$ cat src/sm3_hash_engine_defines.svh
// Assertion helpers for the SM3 engine
`ifndef SM3_HASH_ENGINE_DEFINES_SVH
`define SM3_HASH_ENGINE_DEFINES_SVH

`define SM3_ASSERT_IMPL(label, clk, rst, a, c) \
  label: assert property (@(posedge clk) disable iff (rst) (a) |-> (c)) \
    else $error("%m: label failed");

`define SM3_ASSERT_NEXT(label, clk, rst, a, c) \
  label: assert property (@(posedge clk) disable iff (rst) (a) |=> (c)) \
    else $error("%m: label failed");

`endif

$ cat src/sm3_pkg.sv
`default_nettype none
package sm3_pkg;

  localparam int unsigned LENGTH_BITS_DEF = 64;

  localparam logic [31:0] TJ_LOW  = 32'h79CC4519;
  localparam logic [31:0] TJ_HIGH = 32'h7A879D8A;
  localparam logic [7:0]  PAD_BYTE = 8'h80;

  localparam logic [31:0] IV [8] = '{
    32'h7380166F, 32'h4914B2B9, 32'h172442D7, 32'hDA8A0600,
    32'hA96F30BC, 32'h163138AA, 32'hE38DEE4D, 32'hB0FB0E4E
  };

  // word sources for the block buffer
  localparam logic [1:0] SRC_MSG  = 2'd0;
  localparam logic [1:0] SRC_ZERO = 2'd1;
  localparam logic [1:0] SRC_LENH = 2'd2;
  localparam logic [1:0] SRC_LENL = 2'd3;

  typedef struct packed {
    logic       push;      // write one word into the block buffer
    logic [1:0] src;
    logic       pad4;      // message word is full, pad word is next
    logic       add_len;
    logic       rnd_start; // load A..H from chaining value
    logic       rnd_step;
    logic       fold;      // chaining value ^= A..H
    logic       reinit;    // restore IV, clear length
    logic       shift_out;
  } ctrl_t;

  typedef struct packed {
    logic [4:0] words;
    logic       round_last;
  } stat_t;

  function automatic logic [31:0] rotl(input logic [31:0] x, input logic [4:0] n);
    logic [63:0] d;
    d = {x, x} << n;
    return d[63:32];
  endfunction

  function automatic logic [31:0] p0(input logic [31:0] x);
    return x ^ rotl(x, 5'd9) ^ rotl(x, 5'd17);
  endfunction

  function automatic logic [31:0] p1(input logic [31:0] x);
    return x ^ rotl(x, 5'd15) ^ rotl(x, 5'd23);
  endfunction

endpackage
`default_nettype wire

$ cat src/sm3_datapath.sv
`default_nettype none
module sm3_datapath #(
  parameter int unsigned LENGTH_BITS = sm3_pkg::LENGTH_BITS_DEF
) (
  input  wire logic          clk,
  input  wire logic          rst,
  input  wire sm3_pkg::ctrl_t ctrl,
  output sm3_pkg::stat_t     stat,
  input  wire logic [31:0]   msg_word,
  input  wire logic [2:0]    byte_count,
  input  wire logic          last_piece,
  output logic [31:0]        out_word
);

  logic [31:0] cv [8];
  logic [31:0] r [8];
  logic [31:0] win [16];   // sliding W window, W[j] at win[0]
  logic [60:0] length_bytes;
  logic [4:0]  words;
  logic [5:0]  round_index;
  logic [2:0]  cnt;
  logic [31:0] keep, pad_word, msg_in, push_val, wnew;
  logic [63:0] bits;
  logic [LENGTH_BITS-1:0] bits_red;
  logic [31:0] tj, a12, ss1, ss2, ff, gg, tt1, tt2;

  always_comb begin
    cnt = (!last_piece || byte_count > 3'd4) ? 3'd4 : byte_count;
    case (cnt)
      3'd0: keep = 32'h0;
      3'd1: keep = 32'hFF000000;
      3'd2: keep = 32'hFFFF0000;
      3'd3: keep = 32'hFFFFFF00;
      default: keep = 32'hFFFFFFFF;
    endcase
    case (cnt)
      3'd0: pad_word = {sm3_pkg::PAD_BYTE, 24'h0};
      3'd1: pad_word = {8'h0, sm3_pkg::PAD_BYTE, 16'h0};
      3'd2: pad_word = {16'h0, sm3_pkg::PAD_BYTE, 8'h0};
      3'd3: pad_word = {24'h0, sm3_pkg::PAD_BYTE};
      default: pad_word = 32'h0;
    endcase
    msg_in = last_piece ? ((msg_word & keep) | pad_word) : msg_word;
    bits_red = LENGTH_BITS'({length_bytes, 3'b000});
    bits = 64'(bits_red);
    case (ctrl.src)
      sm3_pkg::SRC_MSG:  push_val = ctrl.pad4 ? {sm3_pkg::PAD_BYTE, 24'h0} : msg_in;
      sm3_pkg::SRC_LENH: push_val = bits[63:32];
      sm3_pkg::SRC_LENL: push_val = bits[31:0];
      default:           push_val = 32'h0;
    endcase
  end

  always_comb begin
    tj  = (round_index < 6'd16) ? sm3_pkg::TJ_LOW : sm3_pkg::TJ_HIGH;
    a12 = sm3_pkg::rotl(r[0], 5'd12);
    ss1 = sm3_pkg::rotl(a12 + r[4] + sm3_pkg::rotl(tj, round_index[4:0]), 5'd7);
    ss2 = ss1 ^ a12;
    if (round_index < 6'd16) begin
      ff = r[0] ^ r[1] ^ r[2];
      gg = r[4] ^ r[5] ^ r[6];
    end else begin
      ff = (r[0] & r[1]) | (r[0] & r[2]) | (r[1] & r[2]);
      gg = (r[4] & r[5]) | (~r[4] & r[6]);
    end
    tt1 = ff + r[3] + ss2 + (win[0] ^ win[4]);
    tt2 = gg + r[7] + ss1 + win[0];
    wnew = sm3_pkg::p1(win[0] ^ win[7] ^ sm3_pkg::rotl(win[13], 5'd15))
         ^ sm3_pkg::rotl(win[3], 5'd7) ^ win[10];
  end

  always_ff @(posedge clk) begin
    if (ctrl.push) begin
      win[words[3:0]] <= push_val;
    end else if (ctrl.rnd_step) begin
      for (int i = 0; i < 15; i++) win[i] <= win[i+1];
      win[15] <= wnew;
    end
  end

  always_ff @(posedge clk) begin
    if (rst) begin
      for (int i = 0; i < 8; i++) cv[i] <= sm3_pkg::IV[i];
      for (int i = 0; i < 8; i++) r[i] <= 32'h0;
      length_bytes <= '0;
      words <= '0;
      round_index <= '0;
    end else begin
      if (ctrl.reinit) length_bytes <= '0;
      else if (ctrl.add_len) length_bytes <= length_bytes + 61'(cnt);

      if (ctrl.rnd_start || ctrl.reinit) words <= '0;
      else if (ctrl.push) words <= words + 5'd1;

      if (ctrl.rnd_start || ctrl.fold) round_index <= '0;
      else if (ctrl.rnd_step) round_index <= round_index + 6'd1;

      if (ctrl.rnd_start) begin
        for (int i = 0; i < 8; i++) r[i] <= cv[i];
      end else if (ctrl.rnd_step) begin
        r[3] <= r[2];
        r[2] <= sm3_pkg::rotl(r[1], 5'd9);
        r[1] <= r[0];
        r[0] <= tt1;
        r[7] <= r[6];
        r[6] <= sm3_pkg::rotl(r[5], 5'd19);
        r[5] <= r[4];
        r[4] <= sm3_pkg::p0(tt2);
      end

      if (ctrl.reinit) begin
        for (int i = 0; i < 8; i++) cv[i] <= sm3_pkg::IV[i];
      end else if (ctrl.fold) begin
        for (int i = 0; i < 8; i++) cv[i] <= cv[i] ^ r[i];
      end else if (ctrl.shift_out) begin
        for (int i = 0; i < 7; i++) cv[i] <= cv[i+1];
        cv[7] <= cv[0];
      end
    end
  end

  assign out_word = cv[0];
  assign stat.words = words;
  assign stat.round_last = (round_index == 6'd63);

endmodule
`default_nettype wire

$ cat src/sm3_ctrl.sv
`default_nettype none
module sm3_ctrl (
  input  wire logic           clk,
  input  wire logic           rst,
  input  wire logic           in_valid,
  output logic                in_ready,
  input  wire logic           last_piece,
  input  wire logic [2:0]     byte_count,
  output logic                out_valid,
  input  wire logic           out_ready,
  output logic                out_last,
  output sm3_pkg::ctrl_t      ctrl,
  input  wire sm3_pkg::stat_t stat
);

  localparam logic [2:0] S_IDLE = 3'd0;
  localparam logic [2:0] S_PAD4 = 3'd1;  // push 0x80 word after full last word
  localparam logic [2:0] S_FILL = 3'd2;  // zero fill and length words
  localparam logic [2:0] S_ROUND = 3'd3;
  localparam logic [2:0] S_FOLD = 3'd4;
  localparam logic [2:0] S_OUT = 3'd5;

  logic [2:0] state, state_next;
  logic       fin, fin_next;     // padding in progress for this message
  logic [2:0] ocnt, ocnt_next;
  logic       acc, full_after;
  // high length word written, low one goes at the end of this block
  logic       pad_done, pad_done_next;
  // full last word closed a block, 0x80 word still to push
  logic       pad_owed, pad_owed_next;

  assign in_ready = (state == S_IDLE);
  assign acc = in_valid && in_ready;
  assign out_valid = (state == S_OUT);
  assign out_last = (ocnt == 3'd7);
  assign full_after = (stat.words == 5'd15);

  always_comb begin
    ctrl = '0;
    state_next = state;
    fin_next = fin;
    ocnt_next = ocnt;
    pad_owed_next = pad_owed;
    case (state)
      S_IDLE: begin
        if (acc) begin
          ctrl.push = 1'b1;
          ctrl.src = sm3_pkg::SRC_MSG;
          ctrl.add_len = 1'b1;
          if (last_piece) begin
            fin_next = 1'b1;
            if (full_after) begin
              ctrl.rnd_start = 1'b0;
              state_next = S_ROUND;
            end else begin
              state_next = (byte_count >= 3'd4) ? S_PAD4 : S_FILL;
            end
            if (full_after && byte_count >= 3'd4) pad_owed_next = 1'b1;
          end else if (full_after) begin
            state_next = S_ROUND;
          end
        end
      end
      S_PAD4: begin
        ctrl.push = 1'b1;
        ctrl.src = sm3_pkg::SRC_MSG;
        ctrl.pad4 = 1'b1;
        state_next = full_after ? S_ROUND : S_FILL;
      end
      S_FILL: begin
        ctrl.push = 1'b1;
        if (stat.words == 5'd14) ctrl.src = sm3_pkg::SRC_LENH;
        else if (stat.words == 5'd15 && pad_done) ctrl.src = sm3_pkg::SRC_LENL;
        else ctrl.src = sm3_pkg::SRC_ZERO;
        if (full_after) state_next = S_ROUND;
      end
      S_ROUND: begin
        ctrl.rnd_step = 1'b1;
        if (stat.round_last) state_next = S_FOLD;
      end
      S_FOLD: begin
        ctrl.fold = 1'b1;
        if (fin && stat.words == 5'd0 && pad_done) begin
          state_next = S_OUT;
        end else if (fin && pad_owed) begin
          pad_owed_next = 1'b0;
          state_next = S_PAD4;
        end else if (fin) begin
          state_next = S_FILL;
        end else begin
          state_next = S_IDLE;
        end
      end
      S_OUT: begin
        if (out_ready) begin
          ctrl.shift_out = 1'b1;
          ocnt_next = ocnt + 3'd1;
          if (ocnt == 3'd7) begin
            ctrl.reinit = 1'b1;
            fin_next = 1'b0;
            state_next = S_IDLE;
          end
        end
      end
      default: state_next = S_IDLE;
    endcase
    if (state_next == S_ROUND && state != S_ROUND) ctrl.rnd_start = 1'b1;
  end

  always_comb begin
    pad_done_next = pad_done;
    if (state == S_FILL && stat.words == 5'd14) pad_done_next = 1'b1;
    if (state == S_OUT) pad_done_next = 1'b0;
  end

  always_ff @(posedge clk) begin
    if (rst) begin
      state <= S_IDLE;
      fin <= 1'b0;
      ocnt <= '0;
      pad_done <= 1'b0;
      pad_owed <= 1'b0;
    end else begin
      state <= state_next;
      fin <= fin_next;
      ocnt <= ocnt_next;
      pad_done <= pad_done_next;
      pad_owed <= pad_owed_next;
    end
  end

endmodule
`default_nettype wire

$ cat src/sm3_hash_engine.sv
// SM3 hash engine. Message words (big-endian, valid bytes left-aligned)
// enter on msg_word with byte_count and last_piece; eight digest words leave
// most significant first, last_word on the eighth. One word is taken per
// cycle until a 512-bit block is full, then the block is compressed one
// round per cycle on the shared round unit and folded into the chaining
// value, during which no input is taken. The final word adds padding words
// and one or two compressions before the digest is shown.
`default_nettype none
`include "sm3_hash_engine_defines.svh"
module sm3_hash_engine #(
  parameter int unsigned LENGTH_BITS = sm3_pkg::LENGTH_BITS_DEF
) (
  input  wire logic        clk,
  input  wire logic        rst,
  input  wire logic        in_valid,
  output logic             in_ready,
  input  wire logic [31:0] msg_word,
  input  wire logic [2:0]  byte_count,
  input  wire logic        last_piece,
  output logic             out_valid,
  input  wire logic        out_ready,
  output logic [31:0]      digest_word,
  output logic             last_word
);

  sm3_pkg::ctrl_t ctrl;
  sm3_pkg::stat_t stat;

  sm3_datapath #(.LENGTH_BITS(LENGTH_BITS)) u_dp (
    .clk, .rst, .ctrl, .stat, .msg_word, .byte_count, .last_piece,
    .out_word(digest_word)
  );

  sm3_ctrl u_ctrl (
    .clk, .rst, .in_valid, .in_ready, .last_piece, .byte_count,
    .out_valid, .out_ready, .out_last(last_word), .ctrl, .stat
  );

  `SM3_ASSERT_IMPL(no_in_while_out, clk, rst, out_valid, !in_ready)
  `SM3_ASSERT_NEXT(out_holds, clk, rst, out_valid && !out_ready,
                   out_valid && $stable(digest_word))
  `SM3_ASSERT_IMPL(rounds_block_input, clk, rst, ctrl.rnd_step, !in_ready)

endmodule
`default_nettype wire
$ cat config.mk
export PLATFORM = sky130hd
export DESIGN_NAME = sm3_hash_engine
export DESIGN_NICKNAME = d
export VERILOG_FILES = /design/src/sm3_pkg.sv /design/src/sm3_datapath.sv /design/src/sm3_ctrl.sv /design/src/sm3_hash_engine.sv
export VERILOG_INCLUDE_DIRS = /design/src /design/src/src
export SDC_FILE = /design/constraint.sdc
export NUM_CORES = 2
export LEC_CHECK = 0
export ABC_CLOCK_PERIOD_IN_PS = 8980
export BUFFER_PORTS_ARGS = -buffer_cell sky130_fd_sc_hd__buf_2
export CORE_MARGIN = 2
export CORE_UTILIZATION = 49
export CTS_CLUSTER_DIAMETER = 150
export CTS_CLUSTER_SIZE = 30
export DETAILED_ROUTE_END_ITERATION = 7
export PLACE_DENSITY_LB_ADDON = 0.2
export SLEW_MARGIN = 0
export SYNTH_ARGS = -nofsm -noshare
export SYNTH_HDL_FRONTEND = slang
export SYNTH_SLANG_ARGS = --single-unit
$ cat constraint.sdc
create_clock -name clk -period 8.98 [get_ports clk]
set_input_delay 0.449 -clock clk [delete_from_list [all_inputs] [get_ports clk]]
set_output_delay 0.449 -clock clk [all_outputs]
set_load 0.02 [all_outputs]
==> impl_metrics.tcl <==
set metrics [dict create \
    status "completed" \
    fin_util_pct 53.7 \
    finalWirelength_mm 217 \
    synth_fp_nets 5753 \
    cts_tree "built" \
    drt_iter0_drc 5509 \
    ys_seq_area_share_pct 52.0 \
    numCtsBuffers 44 \
    worstSetupStartpointType "flip-flop" \
    clkPwrFrac_pct 14.2 \
    drc 0 \
    regArea_mm2 0.0324 \
    start_util_pct 49.5 \
    min_period_ps 8640 \
    drive_gt1_share_pct 10.2 \
    timing.slew.headroom_pct 7.96 \
    core_mm2 0.126 \
    synth_ff_type "edfxtp_1" \
    final-setup-viol-count 0 \
    async_flop_share_pct 0 \
    crit_start "u_dp.round_index[5]" \
    clk_latency_ps 710 \
    grt_overflow 0 \
    min_period_over_period_pct 96.2 \
    setup_tns_ps 0 \
    pwr-share-seq_pct 32.5 \
    crit_top_cell "buf_4" \
    port_buffers 74 \
    worst_pin_slew_ps 1380 \
    ir_drop_v 0.000350 \
    fp.dieW_um 360 \
    r2r-end "u_dp.r[0][144]" \
    cp_max_fo 7 \
    path_clk_slew_ps 120 \
    viasPerCell 6.11 \
    dr.pass1.iters 8 \
    crit_end "u_dp.r[0][144]" \
    hpwl_mm 156 \
    syn_area_mm2 0.0622 \
    ys_seq_elements 1105 \
    cts_root_buffer "clkbuf_16" \
    switchingPower_w 0.00729 \
    stdcell_area_mm2 0.0676 \
    cp.depth 40 \
    boundaryPins 75 \
    fin_skew_ps 53.3 \
    wl_per_cell_um 30.1 \
    path_delay_family "compound AO/OA/AOI/OAI gates" \
    fillers 11100 \
    synth-edff-count 1024 \
    ff2ff_path_depth 40 \
    finalMaxSlewViolations 0 \
    cp.required_ps 9430 \
    p_int_w 0.0112 \
    crit_arrival_ps 9080 \
    crit_path_max_incr_delay_ps 500 \
    pwr-share-comb_pct 53.3 \
    syn2layout_area_growth_pct 8.60 \
    die_area_mm2 0.130 \
    cts_buffer_depth 3 \
    drv_cap 0 \
    grt.total_usage_pct 32.9 \
    cts.sinks 1105 \
    layout.nets 5856 \
    path_class "reg2reg" \
    regToRegSetupSlack_ps 340 \
    grt_start_max_net_pins 237 \
    yosysUniqueCellTypes 94 \
    multi_input_area_mm2 0.0279 \
    hold_class "in2reg" \
    max_clock_freq_mhz 116 \
    syn_area_per_cell_um2 11.5 \
    rows 130 \
    grt_first_pass_wirelength_mm 309 \
    finalWeightedCongestion 1.03 \
    drt.antenna.violating_nets 0 \
    end_kind "flip-flop" \
    h-tree-depth 2 \
    die_h_um 360 \
    place_area_mm2 0.0659 \
    crit_slowest_cell "fa_1" \
    rr_startpoint "u_dp.round_index[5]" \
    grt_pass1_vias 42100 \
    vias 43900 \
    place_inst 7113 \
    cp.buffers_inverters 8 \
    final_hold_viol_count 0 \
    sw_frac_of_total_pct 39.3 \
    syn_inst 5416 \
    antenna_found_initial 12 \
    p_per_area_mw_per_mm2 274 \
    fin_cells 7185 \
    p_leak_nw 27.5 \
    yosys_warnings 0 \
    p_total_w 0.0185 \
]
==> tightest hold or removal path, stage by stage <==
cell,delay (ps)
buf_2,110
a41oi_1,190
nor3_1,60
==> worst min-delay path by stage <==
stage	startpoint	endpoint	slack, ps	cells past startpoint
after detailed placement	u_ctrl.ocnt[1]	u_ctrl.ocnt[1]	450	2
after floorplan	u_ctrl.ocnt[1]	u_ctrl.ocnt[1]	440	2
after CTS	byte_count[2]	u_ctrl.pad_owed	90	3
final	byte_count[2]	u_ctrl.pad_owed	130	3
after global placement	u_ctrl.ocnt[1]	u_ctrl.ocnt[1]	450	2
after global routing	msg_word[25]	u_dp.win[15][25]	190	3
==> layout make-up <==
class,instances,area share (%)
clock buffers,53,1.68
clock inverters,7,0.170
well taps,1650,3.06
flip-flops and latches,1105,47.9
multi-input cells,3672,41.2
inverters,309,1.73
repair buffers,387,4.20
diodes,2,0.00741
==> synth_stat cells, drive strengths merged, types with 49 or more instances <==
master | n | area share (%)
fa | 189 | 6.1
a21oi | 338 | 2.7
mux2i | 49 | 0.79
o22ai | 52 | 0.52
edfxtp | 1024 | 49
dfxtp | 81 | 2.6
a21o | 530 | 6.4
xnor2 | 445 | 6.3
nor2 | 331 | 2.0
inv | 307 | 1.9
a22o | 210 | 3.0
buf | 61 | 0.59
nand2 | 473 | 2.9
o21ai | 233 | 1.9
xor2 | 292 | 4.1
nand3 | 54 | 0.43
clkbuf | 269 | 1.6
ha | 108 | 2.2
==> per-layer routing <==
metal	routed length [um]	GRT usage, %	part of all wire [%]	up-vias
met1	88000	44.4	41	22300
met4	12700	16.5	5.9	14
met2	99000	51.8	46	1846
met3	16700	5.29	7.7	350
met5	137	0	0.063	-
li1	-	-	-	19400
==> power by group through the flow <==
stage / clock network [W] / registers, W / logic (W)
after global placement: 0 / 0.00614 / 0.00944
after detailed placement: 0 / 0.00614 / 0.00945
final: 0.00263 / 0.00603 / 0.00987
after floorplan: 0 / 0.00605 / 0.00533
after CTS: 0.00268 / 0.00602 / 0.00952
after global routing: 0.00281 / 0.00604 / 0.0105
==> placed cells by master, fill, tap and decap left out, drive strengths merged, types with 11 or more instances in the layout <==
cell type,count
edfxtp,1024
a21o,530
nand2,473
xnor2,445
buf,385
a21oi,338
nor2,331
inv,312
xor2,292
o21ai,233
a22o,210
fa,189
ha,108
dfxtp,81
nand3,54
clkbuf,53
o22ai,52
mux2i,49
nor3,29
a31oi,27
a222oi,25
or3,23
o31ai,22
o21a,20
nor2b,18
a211oi,18
and3,17
nand4,17
nand2b,14
o211ai,13
o311a,12
mux2,11
==> sequential cells by signal, summed over array words and instances, names as in the netlist <==
| signal | cells |
|---|---|
| u_ctrl.pad_owed | 1 |
| u_ctrl.fin | 1 |
| u_dp.cv | 256 |
| u_ctrl.pad_done | 1 |
| u_ctrl.state | 3 |
| u_dp.words | 5 |
| u_ctrl.ocnt | 3 |
| u_dp.round_index | 6 |
| u_dp.win | 512 |
| u_dp.r | 256 |
| u_dp.length_bytes | 61 |
==> timing repair <==
item / 4_1_cts / 5_1_grt
setup endpoints to repair: 3 / 52
setup buffers: 0 / 8
hold endpoints to repair: 3 / 0
resized for setup: 1 / 65
hold buffers: 2 / 0
pin swaps: 0 / 25
==> logic make-up after synthesis <==
family / synth area share [%]
AOI/OAI and AO/OA: 17.3
DFF: 52.0
and+or+nand+nor: 6.84
xor gates and xnor gates: 10.5
buffers and inverters: 4.08
adders and majority gates: 8.25
muxes: 0.987
==> per-stage QoR <==
step | hold WS, ps | setup WS, ps
after floorplan | 440 | 22.6
after global placement | 448 | 32.4
after detailed placement | 451 | -21.6
after CTS | 89.3 | -40.9
after global routing | 189 | -43.1
final | 132 | 343
Note: power is estimated with default switching activity, not from simulation.
